`src/rtl/rmse_pkg.sv`:
```
`default_nettype none

package rmse_pkg;

    localparam int SAMPLE_W     = 16;
    localparam int ERR_W        = 16;
    localparam int SQ_W         = 2 * ERR_W;
    localparam int SUM_W        = 42;
    localparam int CNT_W        = 11;
    localparam int ROOT_W       = SUM_W / 2;
    localparam int RMS_W        = 16;
    localparam int NUM_AXES     = 3;
    localparam int MAX_WINDOW   = 1024;
    localparam int WINDOW_RESET = 1000;
    localparam int CFG_IDX_W    = 2;
    localparam int CFG_DATA_W   = 16;
    localparam int TDATA_IN_W   = NUM_AXES * SAMPLE_W;
    localparam int TDATA_OUT_W  = NUM_AXES * (ERR_W + RMS_W);
    localparam int TUSER_OUT_W  = 2;

    localparam int DIV_STEPS  = SUM_W;
    localparam int SQRT_STEPS = ROOT_W;
    localparam int STEP_W     = $clog2(DIV_STEPS);

    localparam logic [STEP_W-1:0] DIV_LAST  = STEP_W'(DIV_STEPS - 1);
    localparam logic [STEP_W-1:0] SQRT_LAST = STEP_W'(SQRT_STEPS - 1);

    localparam logic [CNT_W-1:0] WIN_MAX   = CNT_W'(MAX_WINDOW);
    localparam logic [CNT_W-1:0] WIN_RESET = CNT_W'(WINDOW_RESET);

    localparam logic ACT_SAMPLE  = 1'b0;
    localparam logic ACT_REPORT  = 1'b1;
    localparam logic KIND_SAMPLE = 1'b0;
    localparam logic KIND_REPORT = 1'b1;

    typedef enum logic [CFG_IDX_W-1:0] {
        CFG_REF_X  = 2'd0,
        CFG_REF_Y  = 2'd1,
        CFG_REF_Z  = 2'd2,
        CFG_WINDOW = 2'd3
    } cfg_index_t;

    typedef enum logic [2:0] {
        ST_IDLE,
        ST_SQUARE,
        ST_ACCUM,
        ST_DIV,
        ST_SQRT,
        ST_REPORT
    } rmse_state_t;

    typedef struct packed {
        logic capture;
        logic square;
        logic accum;
        logic div_load;
        logic div_step;
        logic sqrt_step;
        logic load_out;
        logic report;
        logic clear_win;
    } rmse_cmd_t;

    typedef struct packed {
        logic win_full;
        logic out_free;
    } rmse_status_t;

endpackage

`default_nettype wire

```
`src/rtl/rmse_lane.sv`:
```
`default_nettype none

module rmse_lane (
    input  wire logic                                aclk,
    input  wire logic                                aresetn,
    input  wire logic signed [rmse_pkg::SAMPLE_W-1:0] ref_value,
    input  wire logic signed [rmse_pkg::SAMPLE_W-1:0] sample,
    input  wire rmse_pkg::rmse_cmd_t                 cmd,
    input  wire logic                                clear,
    input  wire logic        [rmse_pkg::CNT_W-1:0]    count,
    output logic             [rmse_pkg::ERR_W-1:0]    err,
    output logic             [rmse_pkg::RMS_W-1:0]    rms
);
    import rmse_pkg::*;

    logic signed [SAMPLE_W:0] diff;
    logic        [SAMPLE_W:0] mag;
    logic        [ERR_W-1:0]  err_sat;
    logic        [SQ_W-1:0]   sq;

    logic [ERR_W-1:0]  err_reg;
    logic [SQ_W-1:0]   sq_reg;
    logic [SUM_W-1:0]  sum_reg;
    logic [SUM_W-1:0]  quo_reg;
    logic [CNT_W-1:0]  drem_reg;
    logic [ROOT_W:0]   srem_reg;
    logic [ROOT_W-1:0] root_reg;

    logic [CNT_W:0]    div_trial;
    logic              div_ge;
    logic [CNT_W-1:0]  drem_next;
    logic [ROOT_W+2:0] sqrt_rem4;
    logic [ROOT_W+2:0] sqrt_trial;
    logic              sqrt_ge;
    logic [ROOT_W:0]   srem_next;

    always_comb begin
        diff    = $signed({ref_value[SAMPLE_W-1], ref_value}) - $signed({sample[SAMPLE_W-1], sample});
        mag     = diff[SAMPLE_W] ? (SAMPLE_W+1)'(-diff) : $unsigned(diff);
        err_sat = (|mag[SAMPLE_W:ERR_W]) ? '1 : mag[ERR_W-1:0];
        sq      = SQ_W'(err_sat) * SQ_W'(err_sat);
    end

    // Restoring divide, one quotient bit per cycle.
    always_comb begin
        div_trial = {drem_reg, quo_reg[SUM_W-1]};
        div_ge    = (div_trial >= {1'b0, count});
        drem_next = div_ge ? CNT_W'(div_trial - {1'b0, count}) : div_trial[CNT_W-1:0];
    end

    // Digit-by-digit square root, two radicand bits per cycle.
    always_comb begin
        sqrt_rem4  = {srem_reg, quo_reg[SUM_W-1 -: 2]};
        sqrt_trial = {1'b0, root_reg, 2'b01};
        sqrt_ge    = (sqrt_rem4 >= sqrt_trial);
        srem_next  = sqrt_ge ? (ROOT_W+1)'(sqrt_rem4 - sqrt_trial) : sqrt_rem4[ROOT_W:0];
    end

    always_ff @(posedge aclk) begin
        if (!aresetn) begin
            sum_reg <= '0;
        end else if (clear) begin
            sum_reg <= '0;
        end else if (cmd.accum) begin
            sum_reg <= sum_reg + SUM_W'(sq_reg);
        end
    end

    always_ff @(posedge aclk) begin
        if (cmd.square) begin
            err_reg <= err_sat;
            sq_reg  <= sq;
        end
    end

    always_ff @(posedge aclk) begin
        if (cmd.div_load) begin
            quo_reg  <= sum_reg;
            drem_reg <= '0;
            srem_reg <= '0;
            root_reg <= '0;
        end else if (cmd.div_step) begin
            quo_reg  <= {quo_reg[SUM_W-2:0], div_ge};
            drem_reg <= drem_next;
        end else if (cmd.sqrt_step) begin
            quo_reg  <= {quo_reg[SUM_W-3:0], 2'b00};
            srem_reg <= srem_next;
            root_reg <= {root_reg[ROOT_W-2:0], sqrt_ge};
        end
    end

    assign err = err_reg;
    assign rms = (|root_reg[ROOT_W-1:RMS_W]) ? '1 : root_reg[RMS_W-1:0];

endmodule

`default_nettype wire

```
`src/rtl/rmse_datapath.sv`:
```
`default_nettype none

module rmse_datapath (
    input  wire logic                                   aclk,
    input  wire logic                                   aresetn,
    input  wire logic        [rmse_pkg::TDATA_IN_W-1:0]  in_data,
    input  wire logic signed [rmse_pkg::SAMPLE_W-1:0]    ref_x,
    input  wire logic signed [rmse_pkg::SAMPLE_W-1:0]    ref_y,
    input  wire logic signed [rmse_pkg::SAMPLE_W-1:0]    ref_z,
    input  wire logic        [rmse_pkg::CNT_W-1:0]       window_length,
    input  wire logic                                   cfg_clear,
    input  wire rmse_pkg::rmse_cmd_t                    cmd,
    output rmse_pkg::rmse_status_t                      status,
    output logic                                        m_tvalid,
    input  wire logic                                   m_tready,
    output logic             [rmse_pkg::TDATA_OUT_W-1:0] m_tdata,
    output logic             [rmse_pkg::TUSER_OUT_W-1:0] m_tuser
);
    import rmse_pkg::*;

    logic signed [SAMPLE_W-1:0] samp_reg [NUM_AXES];
    logic signed [SAMPLE_W-1:0] ref_arr  [NUM_AXES];
    logic        [ERR_W-1:0]    err_w    [NUM_AXES];
    logic        [RMS_W-1:0]    rms_w    [NUM_AXES];

    logic [CNT_W-1:0] acc_count_reg;
    logic [CNT_W-1:0] win_count_reg;
    logic [CNT_W-1:0] win_eff;
    logic             report_done;
    logic             lane_clear;
    logic             no_samples;

    logic                   m_tvalid_reg;
    logic [TDATA_OUT_W-1:0] out_data_reg;
    logic [TUSER_OUT_W-1:0] out_user_reg;
    logic [TDATA_OUT_W-1:0] out_data_next;

    assign ref_arr[0] = ref_x;
    assign ref_arr[1] = ref_y;
    assign ref_arr[2] = ref_z;

    always_ff @(posedge aclk) begin
        if (cmd.capture) begin
            for (int a = 0; a < NUM_AXES; a++) begin
                samp_reg[a] <= $signed(in_data[a*SAMPLE_W +: SAMPLE_W]);
            end
        end
    end

    assign report_done = cmd.load_out && cmd.report;
    assign lane_clear  = report_done || cfg_clear;

    for (genvar a = 0; a < NUM_AXES; a++) begin : g_lane
        rmse_lane u_lane (
            .aclk      (aclk),
            .aresetn   (aresetn),
            .ref_value (ref_arr[a]),
            .sample    (samp_reg[a]),
            .cmd       (cmd),
            .clear     (lane_clear),
            .count     (acc_count_reg),
            .err       (err_w[a]),
            .rms       (rms_w[a])
        );
    end

    always_comb begin
        if (window_length == '0) begin
            win_eff = CNT_W'(1);
        end else if (window_length > WIN_MAX) begin
            win_eff = WIN_MAX;
        end else begin
            win_eff = window_length;
        end
    end

    always_ff @(posedge aclk) begin
        if (!aresetn) begin
            acc_count_reg <= '0;
            win_count_reg <= '0;
        end else begin
            if (lane_clear) begin
                acc_count_reg <= '0;
            end else if (cmd.accum) begin
                acc_count_reg <= acc_count_reg + CNT_W'(1);
            end
            if (report_done && cmd.clear_win) begin
                win_count_reg <= '0;
            end else if (cmd.accum) begin
                win_count_reg <= win_count_reg + CNT_W'(1);
            end
        end
    end

    assign no_samples = (acc_count_reg == '0);

    always_comb begin
        out_data_next = '0;
        for (int a = 0; a < NUM_AXES; a++) begin
            if (cmd.report) begin
                if (!no_samples) begin
                    out_data_next[(NUM_AXES+a)*RMS_W +: RMS_W] = rms_w[a];
                end
            end else begin
                out_data_next[a*ERR_W +: ERR_W] = err_w[a];
            end
        end
    end

    always_ff @(posedge aclk) begin
        if (!aresetn) begin
            m_tvalid_reg <= 1'b0;
        end else if (cmd.load_out) begin
            m_tvalid_reg <= 1'b1;
        end else if (m_tready) begin
            m_tvalid_reg <= 1'b0;
        end
    end

    always_ff @(posedge aclk) begin
        if (cmd.load_out) begin
            out_data_reg <= out_data_next;
            out_user_reg <= cmd.report ? {no_samples, KIND_REPORT} : {1'b0, KIND_SAMPLE};
        end
    end

    assign status.out_free = !m_tvalid_reg || m_tready;
    assign status.win_full = (win_count_reg >= win_eff);

    assign m_tvalid = m_tvalid_reg;
    assign m_tdata  = out_data_reg;
    assign m_tuser  = out_user_reg;

`ifndef SYNTHESIS
    a_acc_within_window: assert property (@(posedge aclk) disable iff (!aresetn)
        acc_count_reg <= win_count_reg)
        else $error("accumulated count exceeds window count");

    a_window_bounded: assert property (@(posedge aclk) disable iff (!aresetn)
        win_count_reg <= WIN_MAX)
        else $error("window count beyond maximum window");

    a_load_shows_result: assert property (@(posedge aclk) disable iff (!aresetn)
        cmd.load_out |=> m_tvalid_reg)
        else $error("loaded result not presented");
`endif

endmodule

`default_nettype wire

```
`src/rtl/rmse_ctrl.sv`:
```
`default_nettype none

module rmse_ctrl (
    input  wire logic                   aclk,
    input  wire logic                   aresetn,
    input  wire logic                   in_valid,
    input  wire logic                   in_action,
    output logic                        in_ready,
    input  wire rmse_pkg::rmse_status_t status,
    output rmse_pkg::rmse_cmd_t         cmd
);
    import rmse_pkg::*;

    rmse_state_t       state_reg, state_next;
    logic [STEP_W-1:0] step_reg, step_next;
    logic              win_rep_reg, win_rep_next;

    always_ff @(posedge aclk) begin
        if (!aresetn) begin
            state_reg   <= ST_IDLE;
            step_reg    <= '0;
            win_rep_reg <= 1'b0;
        end else begin
            state_reg   <= state_next;
            step_reg    <= step_next;
            win_rep_reg <= win_rep_next;
        end
    end

    always_comb begin
        state_next   = state_reg;
        step_next    = step_reg;
        win_rep_next = win_rep_reg;
        in_ready     = 1'b0;
        cmd          = '0;
        case (state_reg)
            ST_IDLE: begin
                in_ready = 1'b1;
                if (in_valid) begin
                    cmd.capture = 1'b1;
                    if (in_action == ACT_REPORT || status.win_full) begin
                        cmd.div_load = 1'b1;
                        win_rep_next = (in_action != ACT_REPORT);
                        step_next    = '0;
                        state_next   = ST_DIV;
                    end else begin
                        state_next = ST_SQUARE;
                    end
                end
            end
            ST_SQUARE: begin
                cmd.square = 1'b1;
                state_next = ST_ACCUM;
            end
            ST_ACCUM: begin
                if (status.out_free) begin
                    cmd.accum    = 1'b1;
                    cmd.load_out = 1'b1;
                    state_next   = ST_IDLE;
                end
            end
            ST_DIV: begin
                cmd.div_step = 1'b1;
                if (step_reg == DIV_LAST) begin
                    step_next  = '0;
                    state_next = ST_SQRT;
                end else begin
                    step_next = step_reg + STEP_W'(1);
                end
            end
            ST_SQRT: begin
                cmd.sqrt_step = 1'b1;
                if (step_reg == SQRT_LAST) begin
                    step_next  = '0;
                    state_next = ST_REPORT;
                end else begin
                    step_next = step_reg + STEP_W'(1);
                end
            end
            ST_REPORT: begin
                cmd.report    = 1'b1;
                cmd.clear_win = win_rep_reg;
                if (status.out_free) begin
                    cmd.load_out = 1'b1;
                    state_next   = ST_IDLE;
                end
            end
            default: begin
                state_next = ST_IDLE;
            end
        endcase
    end

`ifndef SYNTHESIS
    a_load_needs_room: assert property (@(posedge aclk) disable iff (!aresetn)
        cmd.load_out |-> status.out_free)
        else $error("result loaded while output register is occupied");

    a_div_count_bounded: assert property (@(posedge aclk) disable iff (!aresetn)
        (state_reg == ST_DIV) |-> (step_reg <= DIV_LAST))
        else $error("divide step count out of range");
`endif

endmodule

`default_nettype wire

```
`src/rtl/three_axis_rms_error_meter_core.sv`:
```
`default_nettype none
// A sample transfer gives its error result after states SQUARE and ACCUM; a report
// (action or full window) gives its RMS result after states DIV, SQRT and REPORT.
// ACCUM and REPORT wait while the output register is busy; no new transfer is taken until
// the last is through. Report time is set by each axis's restoring divider and square root.
// Reset (aresetn low, synchronous) clears sums and counts, sets references to 0 and the
// window length to 1000.

module three_axis_rms_error_meter_core (
    input  wire logic                                   aclk,
    input  wire logic                                   aresetn,
    input  wire logic                                   s_tvalid,
    output logic                                        s_tready,
    // sample_x, sample_y, sample_z
    input  wire logic [rmse_pkg::TDATA_IN_W-1:0]         s_tdata,
    // action
    input  wire logic                                   s_tuser,
    output logic                                        m_tvalid,
    input  wire logic                                   m_tready,
    // error_x, error_y, error_z, rms_x, rms_y, rms_z
    output logic      [rmse_pkg::TDATA_OUT_W-1:0]        m_tdata,
    // result_kind, no_samples
    output logic      [rmse_pkg::TUSER_OUT_W-1:0]        m_tuser,
    input  wire logic                                   cfg_valid,
    output logic                                        cfg_ready,
    input  wire logic [rmse_pkg::CFG_IDX_W-1:0]          cfg_index,
    input  wire logic [rmse_pkg::CFG_DATA_W-1:0]         cfg_data
);
    import rmse_pkg::*;

    logic signed [SAMPLE_W-1:0] ref_x_reg;
    logic signed [SAMPLE_W-1:0] ref_y_reg;
    logic signed [SAMPLE_W-1:0] ref_z_reg;
    logic        [CNT_W-1:0]    window_reg;
    logic                       cfg_write;
    logic                       cfg_clear;
    rmse_cmd_t                  cmd;
    rmse_status_t               status;

    assign cfg_ready = 1'b1;
    assign cfg_write = cfg_valid && cfg_ready;
    assign cfg_clear = cfg_write && (cfg_index inside {CFG_REF_X, CFG_REF_Y, CFG_REF_Z});

    always_ff @(posedge aclk) begin
        if (!aresetn) begin
            ref_x_reg  <= '0;
            ref_y_reg  <= '0;
            ref_z_reg  <= '0;
            window_reg <= WIN_RESET;
        end else if (cfg_write) begin
            case (cfg_index_t'(cfg_index))
                CFG_REF_X:  ref_x_reg  <= $signed(cfg_data[SAMPLE_W-1:0]);
                CFG_REF_Y:  ref_y_reg  <= $signed(cfg_data[SAMPLE_W-1:0]);
                CFG_REF_Z:  ref_z_reg  <= $signed(cfg_data[SAMPLE_W-1:0]);
                CFG_WINDOW: window_reg <= cfg_data[CNT_W-1:0];
                default: begin
                end
            endcase
        end
    end

    rmse_ctrl u_ctrl (
        .aclk      (aclk),
        .aresetn   (aresetn),
        .in_valid  (s_tvalid),
        .in_action (s_tuser),
        .in_ready  (s_tready),
        .status    (status),
        .cmd       (cmd)
    );

    rmse_datapath u_datapath (
        .aclk          (aclk),
        .aresetn       (aresetn),
        .in_data       (s_tdata),
        .ref_x         (ref_x_reg),
        .ref_y         (ref_y_reg),
        .ref_z         (ref_z_reg),
        .window_length (window_reg),
        .cfg_clear     (cfg_clear),
        .cmd           (cmd),
        .status        (status),
        .m_tvalid      (m_tvalid),
        .m_tready      (m_tready),
        .m_tdata       (m_tdata),
        .m_tuser       (m_tuser)
    );

endmodule

`default_nettype wire
```
`config.mk`:
```
export PLATFORM = sky130hd
export DESIGN_NAME = three_axis_rms_error_meter_core
export DESIGN_NICKNAME = d
export VERILOG_FILES = /design/src/rtl/rmse_pkg.sv /design/src/rtl/rmse_lane.sv /design/src/rtl/rmse_datapath.sv /design/src/rtl/rmse_ctrl.sv /design/src/rtl/three_axis_rms_error_meter_core.sv
export SDC_FILE = /design/constraint.sdc
export NUM_CORES = 2
export LEC_CHECK = 0
export BUFFER_PORTS_ARGS = -buffer_cell sky130_fd_sc_hd__buf_2
export CORE_ASPECT_RATIO = 0.6
export CORE_MARGIN = 4
export CORE_UTILIZATION = 64
export CTS_BUF_LIST = sky130_fd_sc_hd__clkbuf_8 sky130_fd_sc_hd__clkbuf_16
export DETAILED_ROUTE_END_ITERATION = 12
export GPL_ROUTABILITY_DRIVEN = 0
export GPL_TIMING_DRIVEN = 0
export PLACE_DENSITY = 0.81
export SLEW_MARGIN = 15
export SYNTH_ARGS = -nofsm -noshare
export SYNTH_HDL_FRONTEND = slang
export SYNTH_SLANG_ARGS = --single-unit
```
`constraint.sdc`:
```
create_clock -name aclk -period 21.7 [get_ports aclk]
set_input_delay 3.255 -clock aclk [delete_from_list [all_inputs] [get_ports aclk]]
set_output_delay 3.255 -clock aclk [all_outputs]
set_load 0.05 [all_outputs]
```
# After elaboration in Yosys (flattened, before gate mapping)
# Memory sizes are Yosys's and may differ from the RTL's.
# Index checks and enable logic that the tools add are counted.
[word_totals]
regBits = 748
ram_bits = 48
input_bits = 72
out_inout_bits = 101
elab_cells = 169
memories = 1
[mem_list]
columns = ["name", "depth", "width", "read_ports", "rd_ports_with_merged_regs", "wr", "line", "source"]
rows = [
  ["u_datapath.samp_reg", 3, 16, 3, 0, 3, "rmse_datapath.sv:21", "logic signed [SAMPLE_W-1:0] samp_reg [NUM_AXES];"],
]
[op_classes]
add_sub_neg = 18
mul = 3
n_lt_le_gt_ge = 8
eq_ne = 15
n_mux = 55
bitwise = 4
reduce_logical = 30
[ops]
columns = ["cell", "n"]
rows = [
  ["two-way mux 42 bit", 9],
  ["adder 42 x 32 -> 42 bit", 3],
  ["multiplier 16 x 16 -> 32 bit", 3],
  ["two-way mux 16 bit", 6],
  ["greater-or-equal comparator 24 x 23 -> 1 bit", 3],
  ["two-way mux 22 bit", 3],
  ["subtractor 22 bit", 3],
  ["two-way mux 11 bit", 5],
  ["two-way mux 17 bit", 3],
  ["negator 17 bit", 3],
  ["subtractor 16 x 16 -> 17 bit", 3],
  ["greater-or-equal comparator 12 x 11 -> 1 bit", 3],
  ["subtractor 11 bit", 3],
  ["two-way mux 6 bit", 4],
  ["adder 11 x 1 -> 11 bit (second input constant)", 2],
  ["logical NOT 11 bit", 2],
  ["case mux 6 bit (3 select lines)", 1],
  ["two-way mux 1 bit", 17],
  ["case mux 3 bit (5 select lines)", 1],
  ["OR reduction 5 bit", 3],
  ["two-way mux 3 bit", 4],
  ["greater-or-equal comparator 11 bit", 1],
  ["greater-than comparator 11 bit (second input constant)", 1],
  ["AND reduction 2 bit", 5],
  ["22 further kinds", 42],
]

# Depth between registers and ports, before layout
[depth]
word_depth = 9
depth_mapped = 42
mapped_depth_nobuf = 39

# Modules after synthesis
# Synthesis repeated with hierarchy kept, for this count alone.
[unflattened]
cells_unflattened = 7248
hier_area_um2 = 66608.9
[modules_own_cells]
columns = ["module", "n_inst", "cells_each", "area_each_um2", "seq_area_each_um2"]
rows = [
  ["rmse_lane at u_datapath.g_lane[0].u_lane", 1, 2184, 19182.1, 4564.4],
  ["rmse_lane at u_datapath.g_lane[1].u_lane", 1, 2188, 19167.1, 4564.4],
  ["rmse_lane at u_datapath.g_lane[2].u_lane", 1, 2142, 18933.2, 4564.4],
  ["rmse_datapath", 1, 419, 6363.6, 4844.6],
  ["three_axis_rms_error_meter_core", 1, 225, 2259.7, 1181.1],
  ["rmse_ctrl", 1, 90, 703.2, 200.2],
]

# Worst setup path after synthesis
# OpenSTA, ideal clock, no wires.
[synth_timing]
kind = "register to register"
start = "register u_ctrl.state_reg[0]"
end = "register u_datapath.g_lane[0].u_lane.err_reg[0] (enable)"
setup_ns = 0.833
arrival_ns = 10.554
required_ns = 20.867
path_slack_ns = 10.313
stages_incl_launch_ff = 3
path_buffers = 1
period_less_slack_ns = 11.387
cell_sequence = "dfxtp_1 > clkbuf_1 > nor3b_1"
[synth_via]
elab_chain_cells = 2
[synth_lines]
columns = ["item", "line", "source"]
rows = [
  ["from (decl)", "rmse_ctrl.sv:14", "rmse_state_t state_reg, state_next;"],
  ["from (signal assigned)", "rmse_ctrl.sv:24", "state_reg <= state_next;"],
  ["equality test 3 x 1 -> 1 bit", "rmse_ctrl.sv:36", "case (state_reg)"],
  ["two-way mux 1 bit", "rmse_ctrl.sv:36", ""],
  ["to (signal assigned)", "rmse_lane.sv:71", "err_reg <= err_sat;"],
  ["to (decl)", "rmse_lane.sv:21", "logic [ERR_W-1:0] err_reg;"],
]
# No other way between the ends.
# A chain may end at the register's enable or synchronous reset.

# Worst setup path in the final report
[layout_timing]
start = "register ref_y_reg[0]"
end = "register u_datapath.g_lane[1].u_lane.sq_reg[31], data pin"
[layout_via]
elab_chain_cells = 5
[layout_lines]
columns = ["item", "line", "source"]
rows = [
  ["from (decl)", "three_axis_rms_error_meter_core.sv:32", "logic signed [SAMPLE_W-1:0] ref_y_reg;"],
  ["from (signal assigned)", "three_axis_rms_error_meter_core.sv:53", "CFG_REF_Y: ref_y_reg <= $signed(cfg_data[SAMPLE_W-1:0]);"],
  ["subtractor 16 x 16 -> 17 bit (*)", "rmse_lane.sv:38", "diff = $signed({ref_value[SAMPLE_W-1], ref_value}) - $signed({sample[SAMPLE_W-1], sample});"],
  ["negator 17 bit", "rmse_lane.sv:39", "mag = diff[SAMPLE_W] ? (SAMPLE_W+1)'(-diff) : $unsigned(diff);"],
  ["two-way mux 17 bit (*)", "rmse_lane.sv:39", ""],
  ["two-way mux 16 bit (*)", "rmse_lane.sv:40", "err_sat = (|mag[SAMPLE_W:ERR_W]) ? '1 : mag[ERR_W-1:0];"],
  ["net u_datapath.g_lane[1].u_lane.err_sat[7]", "rmse_lane.sv:18", "logic [ERR_W-1:0] err_sat;"],
  ["multiplier 16 x 16 -> 32 bit (*)", "rmse_lane.sv:41", "sq = SQ_W'(err_sat) * SQ_W'(err_sat);"],
  ["net u_datapath.g_lane[1].u_lane.sq[31]", "rmse_lane.sv:19", "logic [SQ_W-1:0] sq;"],
  ["to (signal assigned)", "rmse_lane.sv:72", "sq_reg <= sq;"],
  ["to (decl)", "rmse_lane.sv:22", "logic [SQ_W-1:0] sq_reg;"],
]
# Mark *: on every way through the listed nets, which the timed path passes. The rest lies on a longest branch.

==> results.yml <==
timing:
  worst_pin_slew_ns: 1.317
  fmax_ghz: 0.08464
  timing.final.crit_share_pct: 54.45
  rsz0062_at_grt: "no"
  timing.setup.tns_ns: 0
  final.setup_skew_ns: 0.03982
  period_minus_ws_final_ns: 11.81
  timing.slew.headroom_pct: 12.21
  count_of_final_setup_violators: 0
  final_hold_viol_count: 0
  final_max_slew_viol_count: 0
cts:
  cts_tree: "yes"
  htree_levels: 3
  clock-sinks: 790
  cts.root.buffer_cell: "sky130_fd_sc_hd__clkbuf_16"
  clock_tree.buffer_depth: 3
  cts-resized-gates: 0
  cts_hold_buffers: 0
  cts_inserted_buffers: 78
  clkSlewWorstSetupHoldPaths_ns: 0.06
  postCtsSetupRepairBufs: 0
  clkLatencyLatePin_ns: 0.71
logic_synthesis:
  syn-num-nets: 8314
  adder_cell_area_share_of_the_yosys_netlist_pct: 26.31
  synth_cell_type_count: 97
  yosys_most_used_dff: "sky130_fd_sc_hd__edfxtp_1"
  synth.mux.area_fraction_pct: 1.042
  asyncSetResetFlopFracSynth_pct: 0
  synth.cells.most_frequent: "sky130_fd_sc_hd__nand2_1, sky130_fd_sc_hd__inv_1, sky130_fd_sc_hd__nor2_1"
  synth-edff-count: 410
  yosys_reg_bits: 790
  yosys.cell_count.top_type: "sky130_fd_sc_hd__nand2_1"
  synth_cells: 7188
  post_synth_xor_area_fraction_pct: 4.390
  synth_compound_gate_area_share_pct: 14.89
  synth_simple_gate_area_share_pct: 15.34
  synth_top_area_share_pct: 19.13
  yosysWarningCount: 0
  synth_area_per_cell_um2: 8.953
  largest_family_of_logic_cells_by_synthesized_area: "adder cells"
  seq_area_frac_synth_pct: 30.95
  post_synth_instance_area_um2: 64350
  synth.top_cells.by_area: "sky130_fd_sc_hd__edfxtp_1, sky130_fd_sc_hd__fa_1, sky130_fd_sc_hd__dfxtp_1, sky130_fd_sc_hd__ha_1, sky130_fd_sc_hd__nand2_1"
  synth_top_cell_by_area: "sky130_fd_sc_hd__edfxtp_1"
floorplanning:
  num_io_pins: 173
  floorplan.core_area_um2: 99000
  initial_core_util_pct: 65.01
  die_x_um: 417.4
  die-area_um2: 105900
  die_height_um: 253.6
  core.rowCount: 89
critical_path:
  worst_ep_required_time_ns: 22.11
  critical_path_peak_fanout: 11
  reg2reg_setup_slack_ns: 9.89
  critPathLaunch: "ref_y_reg[0]"
  reg2reg_depth: 37
  critical_path.reg2reg.endpoint: "u_datapath.g_lane[1].u_lane.sq_reg[31]"
  timing.setup.critical_path_class: "reg2reg"
  critPathLaunchType: "flip-flop"
  worstReg2RegStart: "ref_y_reg[0]"
  crit_arrival_ns: 12.22
  cp_common_cell: "sky130_fd_sc_hd__fa_1"
  worst_setup_path_end_kind: "flip-flop"
  delay_contributed_by_the_slowest_stage_of_the_critical_path_ns: 0.70
  critical_path.slowest_cell: "sky130_fd_sc_hd__clkbuf_1"
placement:
  detailedPlacementHpwl_um: 137600
  port_buffers: 170
route:
  drt.antenna.violating_nets: 0
  dr_total_vias: 53900
  detail_route.first_pass.iterations: 8
  vias_per_cell: 6.092
  routed_len_inst_um: 20.17
  detailedRoute.firstIterationViolations: 7100
  post-route-drc-count: 0
  drt_wl_total_um: 178400
worst_hold_path:
  worst_hold_path.num_cells: 2
  timing.hold.worst_endpoint: "u_datapath.g_lane[1].u_lane.drem_reg[10]"
  worst_hold_path_type: "reg2reg"
  holdCritStartpoint: "u_datapath.g_lane[1].u_lane.drem_reg[10]"
cells_and_area:
  num-fill-cells: 7521
  sequential_cell_area_um2: 19920
  layout-drive-gt1-share_pct: 5.422
  area.growth.synth_to_final_pct: 8.428
  multi_input_comb_area_um2: 39910
  finish.net_count: 8587
global_routing:
  grt_max_degree: 86
  globalRouteOverflowTotal: 0
  first_pass_grt_wire_length_um: 283500
  gr-usage-all-layers_pct: 33.49
  first_global_vias: 52650
  grt_antenna_before_repair: 6
run:
  drv.max_cap_violation_count: 0
run_status:
  status: "finished clean"
==> how the worst max path moves through the flow <==
stage | slack [ns] | to | depth (start not counted)
5_1_grt | 9.61 | u_datapath.g_lane[1].u_lane.sq_reg[31] | 37
3_5_place_dp | 10.43 | u_datapath.g_lane[1].u_lane.sq_reg[31] | 37
6_report | 9.89 | u_datapath.g_lane[1].u_lane.sq_reg[31] | 37
4_1_cts | 10.32 | u_datapath.g_lane[1].u_lane.sq_reg[31] | 37
2_1_floorplan | 10.31 | u_datapath.g_lane[0].u_lane.err[0] | 2
3_3_place_gp | 4.15 | u_datapath.g_lane[0].u_lane.sq_reg[7] | 2
==> through the flow <==
| stage | hold slack (ns) | setup slack, ns | cells | instance area (µm²) | util (%) |
|---|---|---|---|---|---|
| 6_report | 0.4729 | 9.885 | 8847 | 69780 | 70.48 |
| 5_1_grt | 0.4882 | 9.605 | 8847 | 69780 | 70.48 |
| 4_1_cts | 0.4664 | 10.32 | 8844 | 69770 | 70.48 |
| 3_5_place_dp | 0.4503 | 10.43 | 8700 | 67150 | 67.83 |
| 3_3_place_gp | 0.4425 | 4.149 | 8677 | 66850 | 67.53 |
| 2_1_floorplan | 0.4258 | 10.31 | 7188 | 64350 | - |
==> worst max-delay path, delay by kind of cell (launching register included) <==
| kind | cells | cell delay (ns) |
|---|---|---|
| adder cells (fa/ha/maj) | 9 | 4.10 |
| flip-flops | 1 | 0.34 |
| XOR/XNOR | 2 | 0.27 |
| buffers and inverters | 7 | 1.61 |
| AO/OA/AOI/OAI | 11 | 3.06 |
| AND/OR/NAND/NOR | 8 | 2.15 |
==> logic make-up after synthesis <==
family | Yosys count
AO/OA/AOI/OAI | 1500
XOR/XNOR | 321
adder cells (fa/ha/maj) | 1054
buffers and inverters | 1197
flip-flops | 790
multiplexers | 66
other | 1
AND/OR/NAND/NOR | 2259
==> cell usage in the layout (no fill, tap or decap), drive strengths merged, types with 41 or more instances in the layout <==
cell	count
or3	52
nand2	1060
a21boi	87
a21oi	439
o21bai	45
nor2b	50
nor3	73
clkbuf	327
a211oi	64
xor2	112
edfxtp	410
ha	555
nor2	610
dfxtp	380
xnor2	208
and2	94
a31oi	155
inv	928
clkinv	41
mux2i	58
a21o	143
nand3	112
fa	499
nand2b	43
buf	231
o21a	97
o21ai	268
nand4	45
==> per-layer routing <==
metal	vias to the layer above	part of all wire [%]	GRT usage (%)
met1	25790	43	49.62
met3	382	12	8.061
met4	4	3.2	10.34
met5	-	0.013	0
met2	2979	41	48.76
li1	24740	-	-
==> cell type report <==
class	instances	share of cell area [%]
multi-input cells	5201	57.20
flip-flops and latches	790	28.55
inverters	919	4.951
clock buffers	87	3.023
well taps	1319	2.365
repair buffers	193	1.598
plain buffers	278	1.580
clock inverters	57	0.7262
diodes	3	0.01076
Power is left out: the tool's default activity adds up to more than one toggle a clock period on the data nets, which glitch-free logic cannot reach.
